===== src/rtl/bftm_pkg.sv =====
// ----------------------------------------------------------------------------
// bftm_pkg: shared definitions of the tape machine core
// Sizes, derived widths, instruction bytes, status and mode codes, stack control.
// ----------------------------------------------------------------------------
package bftm_pkg;

   localparam int PROG_DEPTH = 4096;
   localparam int TAPE_DEPTH = 4096;
   localparam int NEST_DEPTH = 32;

   localparam int PAW = $clog2(PROG_DEPTH);
   localparam int LW  = $clog2(PROG_DEPTH + 1);
   localparam int TAW = $clog2(TAPE_DEPTH);
   localparam int SAW = (NEST_DEPTH > 1) ? $clog2(NEST_DEPTH) : 1;
   localparam int DW  = $clog2(NEST_DEPTH + 1);

   localparam logic [7:0] OP_INC   = 8'h2B;
   localparam logic [7:0] OP_DEC   = 8'h2D;
   localparam logic [7:0] OP_RIGHT = 8'h3E;
   localparam logic [7:0] OP_LEFT  = 8'h3C;
   localparam logic [7:0] OP_OUT   = 8'h2E;
   localparam logic [7:0] OP_IN    = 8'h2C;
   localparam logic [7:0] OP_OPEN  = 8'h5B;
   localparam logic [7:0] OP_CLOSE = 8'h5D;

   localparam logic [2:0] STAT_RUN       = 3'd0;
   localparam logic [2:0] STAT_DONE      = 3'd1;
   localparam logic [2:0] STAT_UNDER     = 3'd2;
   localparam logic [2:0] STAT_OVER      = 3'd3;
   localparam logic [2:0] STAT_UNMATCHED = 3'd4;
   localparam logic [2:0] STAT_FULL      = 3'd5;

   localparam logic [1:0] MODE_APPEND  = 2'd0;
   localparam logic [1:0] MODE_EXEC    = 2'd1;
   localparam logic [1:0] MODE_RESTART = 2'd2;

   typedef struct packed {
      logic push;
      logic pop;
      logic clear;
   } stack_ctl_type;

endpackage


===== src/rtl/bftm_stack.sv =====
// ----------------------------------------------------------------------------
// bftm_stack: bracket stack of loop start addresses
// Holds the depth count; the top entry is read combinationally.
// ----------------------------------------------------------------------------
module bftm_stack (
   input  logic                   clock,
   input  logic                   reset,
   input  bftm_pkg::stack_ctl_type ctl,
   input  logic [bftm_pkg::PAW-1:0] push_data,
   output logic [bftm_pkg::DW-1:0]  depth,
   output logic [bftm_pkg::PAW-1:0] top
);
   import bftm_pkg::*;

   logic [PAW-1:0] entry_ff [NEST_DEPTH];
   logic [DW-1:0]  depth_ff;
   logic [DW-1:0]  depth_in;
   logic [DW-1:0]  top_idx;

   assign top_idx = depth_ff - DW'(1);
   assign top     = entry_ff[top_idx[SAW-1:0]];
   assign depth   = depth_ff;

   always_comb begin
      depth_in = depth_ff;
      if (ctl.clear) begin
         depth_in = '0;
      end else if (ctl.push) begin
         depth_in = depth_ff + DW'(1);
      end else if (ctl.pop) begin
         depth_in = depth_ff - DW'(1);
      end
   end

   always_ff @(posedge clock) begin
      if (reset) begin
         depth_ff <= '0;
      end else begin
         depth_ff <= depth_in;
      end
   end

   always_ff @(posedge clock) begin
      if (ctl.push) begin
         entry_ff[depth_ff[SAW-1:0]] <= push_data;
      end
   end
endmodule


===== config.mk =====
export PLATFORM = sky130hd
export DESIGN_NAME = bftm_stack
export DESIGN_NICKNAME = d
export VERILOG_FILES = /design/src/rtl/bftm_pkg.sv /design/src/rtl/bftm_stack.sv
export SDC_FILE = /design/constraint.sdc
export NUM_CORES = 1
export LEC_CHECK = 0
export BUFFER_PORTS_ARGS = -buffer_cell sky130_fd_sc_hd__buf_4
export CAP_MARGIN = 15
export CORE_UTILIZATION = 30
export DETAILED_ROUTE_END_ITERATION = 8
export HOLD_SLACK_MARGIN = 0.12
export PLACE_DENSITY = 0.54
export SYNTH_ARGS = -nofsm -noshare
export SYNTH_HDL_FRONTEND = slang
export SYNTH_SLANG_ARGS = --single-unit
export TNS_END_PERCENT = 10

===== constraint.sdc =====
create_clock -name clock -period 3.05 [get_ports clock]
set_input_delay 0.1525 -clock clock [delete_from_list [all_inputs] [get_ports clock]]
set_output_delay 0.1525 -clock clock [all_outputs]
set_load 0.01 [all_outputs]

==> impl_metrics.yaml, run 1 <==
cts:
  cts-root-buf: "clkbuf_16"
  clock_sinks: 390
  cts_tree: "built"
  clk_pin_slew_ns: 0.06
  clock_path_buffers: 3
  cts_buffers: 41
  clk_latency_ns: 0.53
  h-tree-depth: 2
global_routing:
  gr-total-overflow: 0
  antenna_found_initial: 0
  grtUsageMet2_pct: 21.8
  use_met3_pct: 3.10
  grt_pass1_vias: 7836
  use_met1_pct: 21.1
  grt_pass1_wl_mm: 55.1
  grt-busiest-layer: "met2"
  grt_max_degree: 50
  grt_usage_pct: 14.4
pwr:
  power_frac_comb_pct: 12.4
  power.leakage_nw: 6.06
  sw_frac_of_total_pct: 23.1
  p_int_mw: 9.23
  powerDensity_nw_per_um2: 620
  pwr-share-clk_pct: 38.1
  power_switching_mw: 2.77
  power_mw: 12.0
  pwr-share-seq_pct: 49.5
  vdd_drop_max_mv: 0.331
detailed_routing:
  via_count: 7701
  dr.first_iter.drc_count: 699
  wl_mm: 38.2
  drt_pass1_iterations: 5
  via_per_inst: 4.93
  wire_per_inst_um: 24.5
  drc: 0
  ant_nets: 0
yosys:
  syn_inst: 716
  syn_nets: 738
  yosysSeqAreaShare_pct: 74.3
  synthArstFlopShare_pct: 0
  ys_ff_latch: 390
  avgSynthCellArea_um2: 21.9
  syn_area_um2: 15700
  synth-edff-count: 384
  yosys_warnings: 0
  synthFlopType: "edfxtp_1"
  synthDistinctLibCells: 43
floorplan:
  dieHeight_um: 231
  num_rows: 83
  die_area_um2: 53200
  pin_count: 35
  fp.dieW_um: 231
  start_util_pct: 30.4
  core_um2: 51500
sta:
  min_period_ns: 3.02
  fmax_mhz: 331
  timing.setup.tns_ns: 0
  fin_skew_ns: 0.0125
  report.final.slew_viol_count: 0
  worst_slew_pin_slew_ns: 0.651
  slew_headroom_pct: 56.4
  worst_slack_ns: 0.0269
  finalCritPeriodShare_pct: 99.1
  rsz0062_at_grt: "yes"
  finalSetupViolCount: 0
  hold_viol: 0
setup_path:
  cp.required_ns: 2.90
  crit_buf_inv: 3
  slowest_stage: "or3_4"
  crit_path_max_fanout: 12
  cp_data_arrival_time_ns: 2.87
  slowest_delay_ns: 0.48
  endpoint_kind: "output port"
  start_kind: "register"
  critPathMostFrequentCell: "buf_4"
  crit_chain: "clkinvlp_4 -> ha_4 -> buf_4 -> xor2_1 -> or3_4 -> a221oi_2 -> a2111oi_4 -> buf_4"
  crit_type: "reg2out"
  cp_top_family: "compound AO/OA/AOI/OAI gates"
finish:
  num_antenna_cells: 0
  final_common_cell: "edfxtp_1"
  syn_to_final_growth_pct: 23.5
  layout_common_cells: "edfxtp_1, buf_4, mux4_2, clkbuf_16, nor2_1"
  nNetsFinal: 875
  drive_gt1_share_pct: 40.0
placed_design:
  port_buffers: 34
  gp_congestion: 0.803
  place_ws_ns: 0.171
  dp_hpwl_mm: 22.2
flow_run:
  max_cap_viol_count: 0
min_path:
  hold_path_class: "in2reg"
outcome:
  status: "finished, final reports clean"
cell families after synthesis:
group                      synth area share (%)
and+or+nand+nor                            2.65
adders and majority gates                 0.399
buffers and inverters                      1.96
DFF                                        74.3
muxes                                      16.7
xor gates and xnor gates                  0.439
AOI/OAI and AO/OA                          3.56
cells in the mapped netlist (2+ instances only):
| library cell | number | area, um^2 |
|---|---|---|
| edfxtp_1 | 384 | 11500 |
| mux4_2 | 80 | 1800 |
| nor2_1 | 36 | 135 |
| a21oi_1 | 24 | 120 |
| mux2_2 | 24 | 270 |
| mux4_1 | 16 | 420 |
| nor2b_1 | 15 | 93.8 |
| buf_6 | 14 | 158 |
| mux2i_1 | 12 | 120 |
| buf_2 | 11 | 55.1 |
| nand2_1 | 11 | 41.3 |
| a2111oi_2 | 10 | 150 |
| a221oi_2 | 10 | 150 |
| clkbuf_1 | 10 | 37.5 |
| dfxtp_1 | 6 | 120 |
| nor3_1 | 6 | 30.0 |
| ha_1 | 5 | 62.6 |
| xnor2_1 | 5 | 43.8 |
| a221oi_1 | 3 | 26.3 |
| buf_4 | 3 | 22.5 |
| nand2b_1 | 3 | 18.8 |
| a2111oi_1 | 2 | 20.0 |
| inv_1 | 2 | 7.51 |
| nand3b_1 | 2 | 15.0 |
| nand4_1 | 2 | 12.5 |
| o21ai_1 | 2 | 10.0 |
| or3_4 | 2 | 22.5 |
sequential cells by signal, indices dropped and copies added, names as in the netlist:
signal and cells:
depth 6, entry_ff 384
area by class of cell:
type / count / area, um^2
clock buffers: 53 / 1090
repair buffers: 134 / 1380
fillers: 4714 / 32100
clock inverters: 20 / 121
inverters: 2 / 11.3
multi-input cells: 284 / 4260
well taps: 680 / 851
flip-flops and latches: 390 / 11700
worst min-delay path, stage by stage:
cell      delay (ns)
buf_4           0.13
nor2_1          0.14
a221oi_1        0.11
nor3_1          0.12
through the flow:
| step | utilization, % | hold WS (ns) | instances | instance area [um^2] |
|---|---|---|---|---|
| 5_1_grt | 37.6 | 0.199 | 1563 | 19400 |
| 6_report | 37.6 | 0.161 | 1563 | 19400 |
| 4_1_cts | 37.0 | 0.136 | 1556 | 19100 |
| 3_3_place_gp | 33.1 | 0.386 | 1449 | 17000 |
| 3_5_place_dp | 33.1 | 0.389 | 1449 | 17000 |
| 2_1_floorplan | - | 0.229 | 716 | 15700 |
power groups by stage:
stage                     sequential [mW]  clock (mW)  combinational [mW]
after detailed placement             6.05           0                1.13
final                                5.94        4.58                1.49
after CTS                            5.94        4.67                1.40
after global routing                 5.94        4.85                1.55
after global placement               6.05           0                1.13
after floorplan                      6.05           0               0.645
final timing paths:
| path | start | end | slack (ns) | cells after the start |
|---|---|---|---|---|
| max reg2reg | depth[0] | depth[2] | 0.83 | 7 |
| min | ctl[1] | depth[1] | 0.16 | 4 |
| min reg2reg | depth[5] | depth[5] | 0.55 | 2 |
| max | depth[0] | top[5] | 0.03 | 8 |
metal layers:
metal / part of all wire (%) / vias up
met5: 0 / -
met4: 1.5 / 0
met3: 5.5 / 42
met2: 45 / 212
met1: 48 / 4143
li1: - / 3304
repair_timing:
action	4_1_cts	5_1_grt
pin swaps	8	11
gates resized for setup	72	39
setup endpoints to repair	12	12
hold endpoints to repair	390	0
hold buffers	17	0
buffers inserted	12	13
cloned	5	1
Power figures use the tool's default switching activity.
==> inputs of run 2 (changes only) <==
--- a/config.mk
+++ b/config.mk
@@ -11,6 +11,7 @@
 export DETAILED_ROUTE_END_ITERATION = 8
 export HOLD_SLACK_MARGIN = 0.12
 export PLACE_DENSITY = 0.54
+export SETUP_SLACK_MARGIN = 0.15
 export SYNTH_ARGS = -nofsm -noshare
 export SYNTH_HDL_FRONTEND = slang
 export SYNTH_SLANG_ARGS = --single-unit
==> impl_metrics.yaml, run 2 (synthesized netlist as in run 1, its figures left out) <==
sta:
  finalSetupViolCount: 5
  min_period_ns: 3.06
  rsz0062_at_grt: "yes"
  worst_slack_ns: -0.0128
  hold_viol: 0
  slew_headroom_pct: 56.9
  worst_slew_pin_slew_ns: 0.645
  report.final.slew_viol_count: 0
  timing.setup.tns_ns: -0.0292
  fin_skew_ns: 0.0118
  finalCritPeriodShare_pct: 100
  fmax_mhz: 327
setup_path:
  crit_path_max_fanout: 16
  start_kind: "register"
  crit_buf_inv: 5
  crit_chain: "clkinvlp_4 -> ha_4 -> buf_12 -> buf_12 -> buf_8 -> mux4_2 -> mux2i_1 -> a2111oi_2 -> buf_4"
  endpoint_kind: "output port"
  cp.required_ns: 2.90
  crit_type: "reg2out"
  slowest_stage: "ha_4"
  critPathMostFrequentCell: "buf_12"
  cp_data_arrival_time_ns: 2.91
  reg2reg_setup_slack_ns: 0.81
  cp_top_family: "buffers and inverters"
  slowest_delay_ns: 0.41
detailed_routing:
  via_count: 7692
  wl_mm: 38.1
  ant_nets: 0
  dr.first_iter.drc_count: 707
  drt_pass1_iterations: 4
  via_per_inst: 4.92
  drc: 0
  wire_per_inst_um: 24.3
global_routing:
  grt_max_degree: 50
  gr-total-overflow: 0
  grt_pass1_vias: 7836
  grt_usage_pct: 14.4
  grt_pass1_wl_mm: 55.1
  antenna_found_initial: 1
placed_design:
  numPlacedInstances: 1449
  dp_hpwl_mm: 22.2
  port_buffers: 34
  gp_congestion: 0.803
floorplan:
  core_um2: 51500
  pin_count: 35
  num_rows: 83
  start_util_pct: 30.4
  dieHeight_um: 231
  fp.dieW_um: 231
  die_area_um2: 53200
cts:
  cts_tree: "built"
  h-tree-depth: 2
  cts_buffers: 41
  clock_path_buffers: 3
  cts-root-buf: "clkbuf_16"
  clk_pin_slew_ns: 0.06
  clk_latency_ns: 0.53
  clock_sinks: 390
finish:
  drive_gt1_share_pct: 39.3
  largest_reg_flops: 384
  finalNonFillerCells: 1565
  final_common_cell: "edfxtp_1"
  fillers: 4727
  syn_to_final_growth_pct: 23.0
  nNetsFinal: 877
  multi_input_area_um2: 4190
  layout_common_cells: "edfxtp_1, buf_4, mux4_2, clkbuf_16, nor2_1"
  register_area_um2: 11700
  num_antenna_cells: 0
pwr:
  powerDensity_nw_per_um2: 621
  vdd_drop_max_mv: 0.331
  power.leakage_nw: 6.04
min_path:
  hold_path_class: "in2reg"
outcome:
  status: "finished with violations"
  violations: "setup timing"
flow_run:
  max_cap_viol_count: 0
==> run 2: changes by cell type in the layout (fill, tap and decap cells not counted) <==
cell,change
a21oi_2,+2
a21oi_4,-5
buf_12,-5
buf_4,+5
mux2_4,-5
a21oi_1,+3
mux4_1,+2
mux4_2,-2
bufbuf_16,+1
nor2b_2,-2
mux2_2,+5
nor2b_1,+2
buf_6,+1
==> run 2: path summary, 6_finish.rpt <==
kind,startpoint,end,depth (start not counted)
hold reg to reg,depth[5],depth[5],2
setup reg to reg,depth[0],depth[2],7
hold / removal,ctl[1],depth[1],4
setup / recovery,depth[0],top[6],9
==> run 2: metal layers <==
metal / share of wire (%) / track usage, % / vias up
met2: 45 / 21.8 / 210
li1: - / - / 3309
met1: 47 / 21.1 / 4121
met5: 0.034 / 0 / -
met4: 1.7 / 3.44 / 2
met3: 5.5 / 3.10 / 50
==> run 2: area by class of cell <==
cell class	count	share of cell area [%]
clock buffers	53	5.66
clock inverters	20	0.630
inverters	2	0.0584
multi-input cells	284	21.7
flip-flops and latches	390	60.5
well taps	680	4.41
repair buffers	136	7.04
==> run 2: what timing repair did <==
item | 4_1_cts | 5_1_grt
pin swaps | 8 | 6
hold buffers | 17 | 0
endpoints found under the setup margin | 12 | 12
buffers inserted | 12 | 8
gates resized for setup | 72 | 15
gates cloned | 5 | 1
hold endpoints to repair | 390 | 0
==> run 2: where the power goes <==
part	switching (mW)	internal, mW	leakage, nW
Sequential	0.0147	5.92	3.51
Clock	1.97	2.60	0.592
Combinational	0.768	0.696	1.93
==> run 2: worst min-delay path, cell delays in order <==
cell and delay [ns]:
buf_4 0.10, nor2_1 0.05, a221oi_1 0.26, nor3_1 0.07
==> run 2: through the flow <==
step | power [mW] | worst slack, ns | util (%) | area [um^2] | hold WS [ns]
after floorplan | 6.69 | 0.183 | - | 15700 | 0.229
after global placement | 7.18 | 0.227 | 33.1 | 17000 | 0.386
after detailed placement | 7.18 | 0.171 | 33.1 | 17000 | 0.389
after CTS | 12.0 | -0.0437 | 37.0 | 19100 | 0.136
after global routing | 12.3 | -0.116 | 37.4 | 19300 | 0.199
final | 12.0 | -0.0128 | 37.4 | 19300 | 0.155
