$ cat src/rtl/bftm_ram.sv
// ----------------------------------------------------------------------------
// bftm_ram: generic single-write, single-read synchronous RAM
// Read data is registered and appears in the cycle after the address.
// ----------------------------------------------------------------------------
module bftm_ram #(
   parameter int DEPTH = 16,
   parameter int WIDTH = 8
) (
   input  logic                     clock,
   input  logic                     we,
   input  logic [$clog2(DEPTH)-1:0] waddr,
   input  logic [WIDTH-1:0]         wdata,
   input  logic [$clog2(DEPTH)-1:0] raddr,
   output logic [WIDTH-1:0]         rdata
);
   logic [WIDTH-1:0] mem [DEPTH];

   always_ff @(posedge clock) begin
      if (we) begin
         mem[waddr] <= wdata;
      end
      rdata <= mem[raddr];
   end
endmodule

$ cat config.mk
export PLATFORM = sky130hd
export DESIGN_NAME = bftm_ram
export DESIGN_NICKNAME = d
export VERILOG_FILES = /design/src/rtl/bftm_ram.sv
export SDC_FILE = /design/constraint.sdc
export NUM_CORES = 1
export LEC_CHECK = 0
export ABC_AREA = 1
export BUFFER_PORTS_ARGS = -buffer_cell sky130_fd_sc_hd__buf_4
export CAP_MARGIN = 20
export CORE_MARGIN = 8
export CORE_UTILIZATION = 50
export DETAILED_ROUTE_END_ITERATION = 8
export PLACE_DENSITY = 0.74
export SLEW_MARGIN = 30
export SYNTH_ARGS = -nofsm -noshare
export SYNTH_HDL_FRONTEND = slang
export SYNTH_SLANG_ARGS = --single-unit
$ cat constraint.sdc
create_clock -name clock -period 1.8 [get_ports clock]
set_clock_uncertainty 0.15 [all_clocks]
set_input_delay 0.27 -clock clock [delete_from_list [all_inputs] [get_ports clock]]
set_output_delay 0.27 -clock clock [all_outputs]
set_load 0.03 [all_outputs]
==> results of run 1 <==
## cells in the final DEF, fill, tap and decap left out
cell type and count:
nand2_1 173, clkinvlp_4 3, inv_6 2, inv_1 100, edfxtp_1 128, clkinv_4 4, inv_2 2, clkbuf_16 17
clkbuf_1 1, buf_12 3, nor2_1 17, nand3b_1 2, clkinv_2 1, nand3_1 97, bufinv_16 4, buf_4 48
dfxtp_1 8
## final timing paths
| path | startpoint | to | slack [ns] |
|---|---|---|---|
| setup reg to reg | mem[1][1]$_DFFE_PP_ | rdata[1]$_DFF_P_ | 0.65 |
| setup / recovery | rdata[4]$_DFF_P_ | rdata[4] | 0.40 |
| hold / removal | wdata[4] | mem[4][4]$_DFFE_PP_ | 0.03 |
| hold reg to reg | mem[2][4]$_DFFE_PP_ | rdata[4]$_DFF_P_ | 0.52 |
## cell families (layout without fill, tap and decap cells)
family / after synthesis / after routing / share of synthesized area
DFF: 136 / 136 / 0.694
and+or+nand+nor: 289 / 289 / 0.210
buffers and inverters: 126 / 185 / 0.0952
## sequential cells by signal, summed over array words and instances, names as in the netlist
name / cells
rdata: 8
mem: 128
## final cells by class
type	instances	share of cell area
clock buffer	18	0.0628
multi-input combinational	289	0.178
tap	143	0.0262
inverter	102	0.0561
sequential	136	0.586
clock inverter	14	0.0293
timing repair buffer	51	0.0616
## power by group through the flow
stage	clock (mW)	sequential, mW	combinational, mW
floorplan	0	3.66	0.250
global placement	0	3.63	0.477
detailed placement	0	3.63	0.488
CTS	3.67	3.56	0.495
global route	3.81	3.57	0.541
finish	3.61	3.56	0.492
## layer usage
layer  part of all wire  vias to the layer above  global-route usage
met2               0.50                      145               0.287
li1                   -                     1868                   -
met3              0.074                       25              0.0447
met1               0.41                     1858               0.216
met4              0.021                        0              0.0820
met5                  0                        -                   0
==> results.md, run 1 <==
- Mapped Cells: 551
- Register Area: 0.00400 mm2
- Number of global-route vias before repair: 3857
- Depth of the worst register-to-register path: 6
- Count of final hold-check violations: 0
- Flip-flop and latch count after synthesis: 136
- Area of the multi-input gates: 0.00121 mm2
- Clock Tree Buf Depth: 2
- Critical-path top delay cell: dfxtp_1
- DP HPWL: 7760 um
- # hold bufs at CTS: 0
- Critical path type: reg -> out
- Synthesized area: 0.00577 mm2
- Count leader, synth: nand2_1
- IO Count: 26
- Buf/Inv on CP: 1
- Final hold slack: 0.0345 ns
- Cells after DPL: 721
- Ys Warns: 0
- Total CTS buffers: 17
- # diodes: 0
- EDFF count, synth: 128
- CP top delay family: flip-flops
- Finished Core Util: 0.603
- Max-cap viol count: 0
- Worst Hold Class: in -> reg
- Final nets: 615
- DRT Wirelength: 12500 um
- Final setup viols: 0
- Critical Path Max Stage Delay: 0.39 ns
- Area contributors post-synth: edfxtp_1 67%, nand2_1 11%, nand3_1 8.4%
- Design area: 0.00683 mm2
- Root Driver: clkbuf_16
- Die Y: 123 um
- Post-synth cell types: 12
- Starting Density: 0.509
- Area post-placement: 0.00620 mm2
- Overall Global Routing Usage: 0.176
- Worst setup margin: 0.401 ns
- Crit path depth: 1
- Sw frac: 0.213
- Cts repair resizes: 0
- Layout area overhead: 18.4%
- Final Non-Filler Cells: 753
- Asr flop ratio synth: 0
- Net Sw Power: 1.64 mW
- Register clock-pin slew on the reported worst setup and hold paths: 0.06 ns
- GRT overflow: 0
- Port bufs: 25
- GP Congestion: 0.839
- Status: finished, final reports clean
- Layout cells sized above 1: 0.138
- Combinational fraction of design power: 0.064
- CTS sink cnt: 136
- Critical path, cell by cell: buf_4
- Final antenna-violating net count: 0
- Worst-path fanout max: 1
- Fin crit period: 1.40 ns
- Slew Limit Fails: 0
- Worst endpoint required time: 1.38 ns
- Largest net degree at the start of global routing: 65
- Top cells by instance count after synthesis: 173 x nand2_1, 128 x edfxtp_1, 100 x inv_1
- Max_slew headroom: 0.779
- Seq pwr share: 0.465
- WL/cell: 16.6 um
- Register area share after synthesis: 0.694
- Fmax: 715 MHz
- Clk pwr share: 0.471
- Main synth FF type: edfxtp_1
- Worst Hold Depth: 1
- Worst-Skew Late Latency: 0.41 ns
- Internal power consumption: 6.03 mW
- H-tree levels: 4
- Drt first-iter violations: 311
- Via density: 5.17
- Post-CTS Setup Bufs: 0
- Total power: 7.67 mW
- Arr. time, crit path: 0.98 ns
- Die W: 123 um
- Synth area leader: edfxtp_1
- DRT Pass-1 Iters: 4
- Synth Net Count: 569
- Core Box Area: 0.0113 mm2
- Synthesized area per cell: 10.5 um2
- DRC violations left: 0
- Global-route wire length before repair: 19700 um
- Std cell rows: 39
- VDD IR max: 0.000579 V
- Setup Total Neg Slack: 0 ns
- Worst Tran Pin Value: 0.332 ns
- Top-area cell type share of the netlist area: 0.667
- DP Worst Slack: 0.302 ns
- Initial antenna violation count: 0
- RSZ-0062 raised after global routing: false
- Leakage: 2.98 nW
- Critical path endpoint category: output pin
- Via count: 3896
- CTS tree: yes
- Startpoint types: register
- Fillers: 889
- Power Density: 1120 mW/mm2
- Die area: 0.0152 mm2
- Final worst-path cycle share: 0.777
(Power assumes the default switching activity.)
==> run 2, diff against run 1 <==
- clock period: 1.8 -> 1.3 ns (I/O delays scaled with it)
==> run 2 against run 1 <==
  * Sequential share of layout area is 0.93 points lower
  * Via count is 0.82% higher
  * Combinational power up 49%
  * Die area unchanged
  * Sequential cell count stayed put
  * Register-to-register slack worse by 0.48 ns
  * Final cell count increased by 1.5%
  * Sequential power rose by 39%
  * Global-route usage grew 0.47 points
  * Routed wire length up 2.2%
  * Total power up 36%
  * Critical path type unchanged
==> results.md, run 2 (synthesis gave the netlist of run 1 again) <==
- DRT Pass-1 Iters: 5 (was 4)
- Leakage: 3.03 nW (was 2.98 nW)
- Max reg flops: 128 (unchanged)
- Global-route wire length before repair: 20400 um (was 19700 um)
- Critical path type: reg -> out (unchanged)
- CP top delay family: flip-flops (unchanged)
- CTS tree: yes (unchanged)
- Count of final hold-check violations: 0 (unchanged)
- Std cell rows: 39 (unchanged)
- DRC violations left: 0 (unchanged)
- Total power: 10.4 mW (was 7.67 mW)
- Worst Tran Pin Value: 0.307 ns (was 0.332 ns)
- Area post-placement: 0.00625 mm2 (was 0.00620 mm2)
- Arr. time, crit path: 0.94 ns (was 0.98 ns)
- GP Congestion: 0.803 (was 0.839)
- Biggest regs: mem: 128 flops, rdata: 8 flops (unchanged)
- Critical path endpoint category: output pin (unchanged)
- CTS sink cnt: 136 (unchanged)
- Worst Hold Depth: 6 (was 1)
- Critical path, cell by cell: buf_6 (was buf_4)
- Worst Hold Class: in -> reg (unchanged)
- Starting Density: 0.509 (unchanged)
- Startpoint types: register (unchanged)
- Via density: 5.14 (was 5.17)
- Top reg by flops: mem (unchanged)
- DP HPWL: 7840 um (was 7760 um)
- Layout cells sized above 1: 0.132 (was 0.138)
- Total CTS buffers: 17 (unchanged)
- Core Box Area: 0.0113 mm2 (unchanged)
- Max-cap viol count: 0 (unchanged)
- H-tree levels: 4 (unchanged)
- DRT Wirelength: 12800 um (was 12500 um)
- Register clock-pin slew on the reported worst setup and hold paths: 0.06 ns (about the same)
- Die area: 0.0152 mm2 (unchanged)
- Finished Core Util: 0.613 (was 0.603)
- Initial antenna violation count: 0 (unchanged)
- Final nets: 626 (was 615)
- Status: finished, final reports clean (unchanged)
- Final worst-path cycle share: 0.987
- Port bufs: 25 (unchanged)
- Die W: 123 um (unchanged)
- Final Non-Filler Cells: 764 (was 753)
- Layout area overhead: 20.4% (was 18.4%)
- # diodes: 0 (unchanged)
- Critical Path Max Stage Delay: 0.38 ns (was 0.39 ns)
- Fillers: 848 (was 889)
- Buf/Inv on CP: 1 (unchanged)
- Clock Tree Buf Depth: 2 (unchanged)
- Fmax: 779 MHz
- Worst-path fanout max: 1 (unchanged)
- Max_slew headroom: 0.795 (was 0.779)
- RSZ-0062 raised after global routing: false (unchanged)
- Worst endpoint required time: 0.95 ns (was 1.38 ns)
- Worst-Skew Late Latency: 0.41 ns (about the same)
- Design area: 0.00694 mm2 (was 0.00683 mm2)
- GRT overflow: 0 (unchanged)
- Commonest non-fill, non-tap cell in the layout: nand2_1 (unchanged)
- Slew Limit Fails: 0 (unchanged)
- Via count: 3928 (was 3896)
- VDD IR max: 0.00117 V (was 0.000579 V)
- Fin crit period: 1.28 ns
- Drt first-iter violations: 472 (was 311)
- Overall Global Routing Usage: 0.181 (was 0.176)
- Setup Total Neg Slack: 0 ns (unchanged)
- WL/cell: 16.7 um (was 16.6 um)
- Crit path depth: 1 (unchanged)
- Final antenna-violating net count: 0 (unchanged)
- Commonest cells after routing, fill and taps aside: 173 x nand2_1, 128 x edfxtp_1, 100 x inv_1 (unchanged)
- Depth of the worst register-to-register path: 6 (unchanged)
- Largest net degree at the start of global routing: 45 (was 65)
- Root Driver: clkbuf_16 (unchanged)
- Final setup viols: 0 (unchanged)
- IO Count: 26 (unchanged)
- Number of global-route vias before repair: 3914 (was 3857)
- Cells after DPL: 723 (was 721)
- Critical-path top delay cell: dfxtp_1 (unchanged)
- Power Density: 1500 mW/mm2 (was 1120 mW/mm2)
- Die Y: 123 um (unchanged)
run 2: timing repair:
action / in CTS / in global routing
setup buffers: 0 / 0
endpoints found under the setup margin: 1 / 1
resized for setup: 1 / 2
pin swaps: 0 / 0
hold endpoints to repair: 136 / 0
hold buffers: 9 / 0
run 2: through the flow:
step,hold slack [ns],setup slack (ns)
5_1_grt,0.183,0.00430
2_1_floorplan,0.144,0.00416
3_3_place_gp,0.379,-0.0888
4_1_cts,0.142,0.00114
3_5_place_dp,0.378,-0.0907
6_report,0.158,0.0168
run 2: worst paths after layout:
kind	end	slack (ns)	startpoint
worst min register to register	rdata[7]$_DFF_P_	0.50	mem[10][7]$_DFFE_PP_
worst max-delay path	rdata[4]	0.02	rdata[4]$_DFF_P_
worst max register to register	rdata[6]$_DFF_P_	0.17	mem[7][6]$_DFFE_PP_
worst min-delay path	rdata[6]$_DFF_P_	0.16	raddr[2]
run 2: cell type report:
| cell class | count | area, um2 | share of cell area |
|---|---|---|---|
| Tap cell | 143 | 179 | 0.0258 |
| Timing Repair Buffer | 62 | 571 | 0.0822 |
| Sequential cell | 136 | 4010 | 0.577 |
| Multi-Input combinational cell | 289 | 1210 | 0.175 |
| Clock inverter | 9 | 123 | 0.0177 |
| Inverter | 102 | 383 | 0.0552 |
| Clock buffer | 23 | 468 | 0.0674 |
run 2: layer usage:
layer	global-route usage	wire, um
met1	0.233	5500
met4	0.0670	219
met3	0.0402	850
met5	0	0
met2	0.294	6220
run 2: power breakdown:
group	switching, mW	leakage [nW]	internal [mW]
Clock	1.68	0.282	3.10
Combinational	0.472	1.53	0.259
Sequential	0.0340	1.22	4.90
Total	2.18	3.03	8.26
==> run 3, diff against run 2 <==
==> constraint.sdc (replaced) <==
create_clock -name clock -period 1.3 [get_ports clock]
set_clock_uncertainty 0.15 [all_clocks]
set_input_delay 0.065 -clock clock [delete_from_list [all_inputs] [get_ports clock]]
set_output_delay 0.065 -clock clock [all_outputs]
set_load 0.03 [all_outputs]
==> run 3 against run 2 <==
  * Combinational power barely moved
  * Final area fell by 0.43%
  * Maximum frequency rose by 7.9%
  * Sequential power barely moved
  * Total power fell by 1.9%
  * Sequential cell count did not move
  * Via count rose by 1.5%
  * Clock power fell by 4.2%
  * Worst setup slack improved by 0.094 ns
  * Critical path depth did not move
  * Critical endpoint is now rdata[7]
  * Largest cell class unchanged
==> results.md, run 3 (synthesis gave the netlist of run 1 again) <==
- Status: finished, final reports clean (unchanged)
- Critical path, cell by cell: buf_4 (was buf_6)
- Power Density: 1480 mW/mm2 (was 1500 mW/mm2)
- Worst-Skew Late Latency: 0.41 ns (about the same)
- VDD IR max: 0.000729 V (was 0.00117 V)
- Top reg by flops: mem (unchanged)
- Global-route wire length before repair: 20800 um (was 20400 um)
- Critical Path Max Stage Delay: 0.37 ns (was 0.38 ns)
- GRT overflow: 0 (unchanged)
- Std cell rows: 39 (unchanged)
- Root Driver: clkbuf_16 (unchanged)
- Sw frac: 0.237 (was 0.209)
- CTS sink cnt: 136 (unchanged)
- Worst Tran Pin Value: 0.300 ns (was 0.307 ns)
- WL/cell: 17.2 um (was 16.7 um)
- Core Box Area: 0.0113 mm2 (unchanged)
- # hold bufs at CTS: 9 (unchanged)
- Final nets: 626 (unchanged)
- RSZ-0062 raised after global routing: false (unchanged)
- H-tree levels: 4 (unchanged)
- Starting Density: 0.509 (unchanged)
- CP top delay family: flip-flops (unchanged)
- Layout area overhead: 19.9% (was 20.4%)
- Worst Hold Depth: 6 (unchanged)
- Seq pwr share: 0.482 (was 0.473)
- DRT Wirelength: 13200 um (was 12800 um)
- Count of final hold-check violations: 0 (unchanged)
- # diodes: 0 (unchanged)
- Startpoint types: register (unchanged)
- Crit path depth: 1 (unchanged)
- Critical path type: reg -> out (unchanged)
- Max reg flops: 128 (unchanged)
- Die W: 123 um (unchanged)
- Die Y: 123 um (unchanged)
- Final worst-path cycle share: 0.915 (was 0.987)
- Leakage: 3.01 nW (was 3.03 nW)
- Number of global-route vias before repair: 4013 (was 3914)
- CTS tree: yes (unchanged)
- Fin crit period: 1.19 ns (was 1.28 ns)
- Arr. time, crit path: 0.97 ns (was 0.94 ns)
- Critical path endpoint category: output pin (unchanged)
- Setup Total Neg Slack: 0 ns (unchanged)
- Depth of the worst register-to-register path: 6 (unchanged)
- Worst-path fanout max: 1 (unchanged)
- DP Worst Slack: 0.00650 ns (was -0.0907 ns)
- Total CTS buffers: 17 (unchanged)
- Post-CTS Setup Bufs: 0 (unchanged)
- DRC violations left: 0 (unchanged)
- Register clock-pin slew on the reported worst setup and hold paths: 0.06 ns (about the same)
- Die area: 0.0152 mm2 (unchanged)
- Max-cap viol count: 0 (unchanged)
- Largest net degree at the start of global routing: 65 (was 45)
- Initial antenna violation count: 0 (unchanged)
- Worst setup margin: 0.110 ns (was 0.0168 ns)
- Max_slew headroom: 0.800 (was 0.795)
- Final setup viols: 0 (unchanged)
- Commonest cells after routing, fill and taps aside: 173 x nand2_1, 128 x edfxtp_1, 100 x inv_1 (unchanged)
- Combinational fraction of design power: 0.071 (was 0.070)
- Via density: 5.22 (was 5.14)
- Final antenna-violating net count: 0 (unchanged)
- Critical-path top delay cell: dfxtp_1 (unchanged)
- Clock Tree Buf Depth: 2 (unchanged)
- Via count: 3987 (was 3928)
- Commonest non-fill, non-tap cell in the layout: nand2_1 (unchanged)
- Cts repair resizes: 0 (was 1)
- IO Count: 26 (unchanged)
- Buf/Inv on CP: 1 (unchanged)
- Worst Hold Class: in -> reg (unchanged)
- Final hold slack: 0.0497 ns (was 0.158 ns)
- Internal power consumption: 7.82 mW (was 8.26 mW)
- Worst endpoint required time: 1.09 ns (was 0.95 ns)
- Drt first-iter violations: 374 (was 472)
- Slew Limit Fails: 0 (unchanged)
- Cells after DPL: 723 (unchanged)
- GP Congestion: 0.867 (was 0.803)
- Biggest regs: mem: 128 flops, rdata: 8 flops (unchanged)
- Fmax: 841 MHz (was 779 MHz)
- Port bufs: 25 (unchanged)
- Layout cells sized above 1: 0.138 (was 0.132)
- Overall Global Routing Usage: 0.183 (was 0.181)
- Clk pwr share: 0.447 (was 0.457)
- Final Non-Filler Cells: 764 (unchanged)
- DRT Pass-1 Iters: 5 (unchanged)
- Setup slack, reg-to-reg: 0.12 ns (was 0.17 ns)
- DP HPWL: 7860 um (was 7840 um)
- Net Sw Power: 2.43 mW (was 2.18 mW)
run 3: changes by cell type in the layout (fill, tap and decap cells not counted), sizes merged:
cell / previous run / this run
bufinv: 3 / 1
clkinv: 4 / 3
inv: 102 / 108
clkbuf: 23 / 17
clkinvlp: 2 / 5
run 3: routing by layer:
metal / up-vias / GRT usage / wire [um]
met1: 1920 / 0.232 / 5590
met5: - / 0 / 0
li1: 1893 / - / -
met4: 0 / 0.0805 / 262
met3: 25 / 0.0397 / 762
met2: 149 / 0.297 / 6560
run 3: layout make-up:
cell class,instances,area (um2)
sequential,136,4000
clock inverter,15,144
multi-input combinational,289,1210
tap,143,179
inverter,102,383
clock buffer,17,425
fill,892,4410
timing repair buffer,62,563
run 3: power by group through the flow:
stage	Combinational [mW]	Sequential, mW	Clock (mW)
finish	0.731	4.93	4.58
global route	0.796	4.94	4.82
CTS	0.731	4.93	4.64
detailed placement	0.697	5.03	0
global placement	0.683	5.02	0
floorplan	0.346	5.07	0
run 3: worst reg2reg max path, delay by kind of cell, from the launching register on:
family	cells	cell delay, ns
AND/OR/NAND/NOR	5	0.48
flip-flops	1	0.36
buffers and inverters	1	0.07
run 3: worst paths after layout:
kind                       start                to
max reg2reg  mem[7][6]$_DFFE_PP_  rdata[6]$_DFF_P_
min reg2reg  mem[4][5]$_DFFE_PP_  rdata[5]$_DFF_P_
min                     raddr[2]  rdata[4]$_DFF_P_
max             rdata[7]$_DFF_P_          rdata[7]
run 3: metrics by stage:
| step | power (mW) | util | cell area, um2 |
|---|---|---|---|
| floorplan | 5.42 | - | 5770 |
| global placement | 5.70 | 0.552 | 6250 |
| detailed placement | 5.72 | 0.552 | 6250 |
| CTS | 10.3 | 0.611 | 6910 |
| global route | 10.6 | 0.611 | 6910 |
| finish | 10.2 | 0.611 | 6910 |
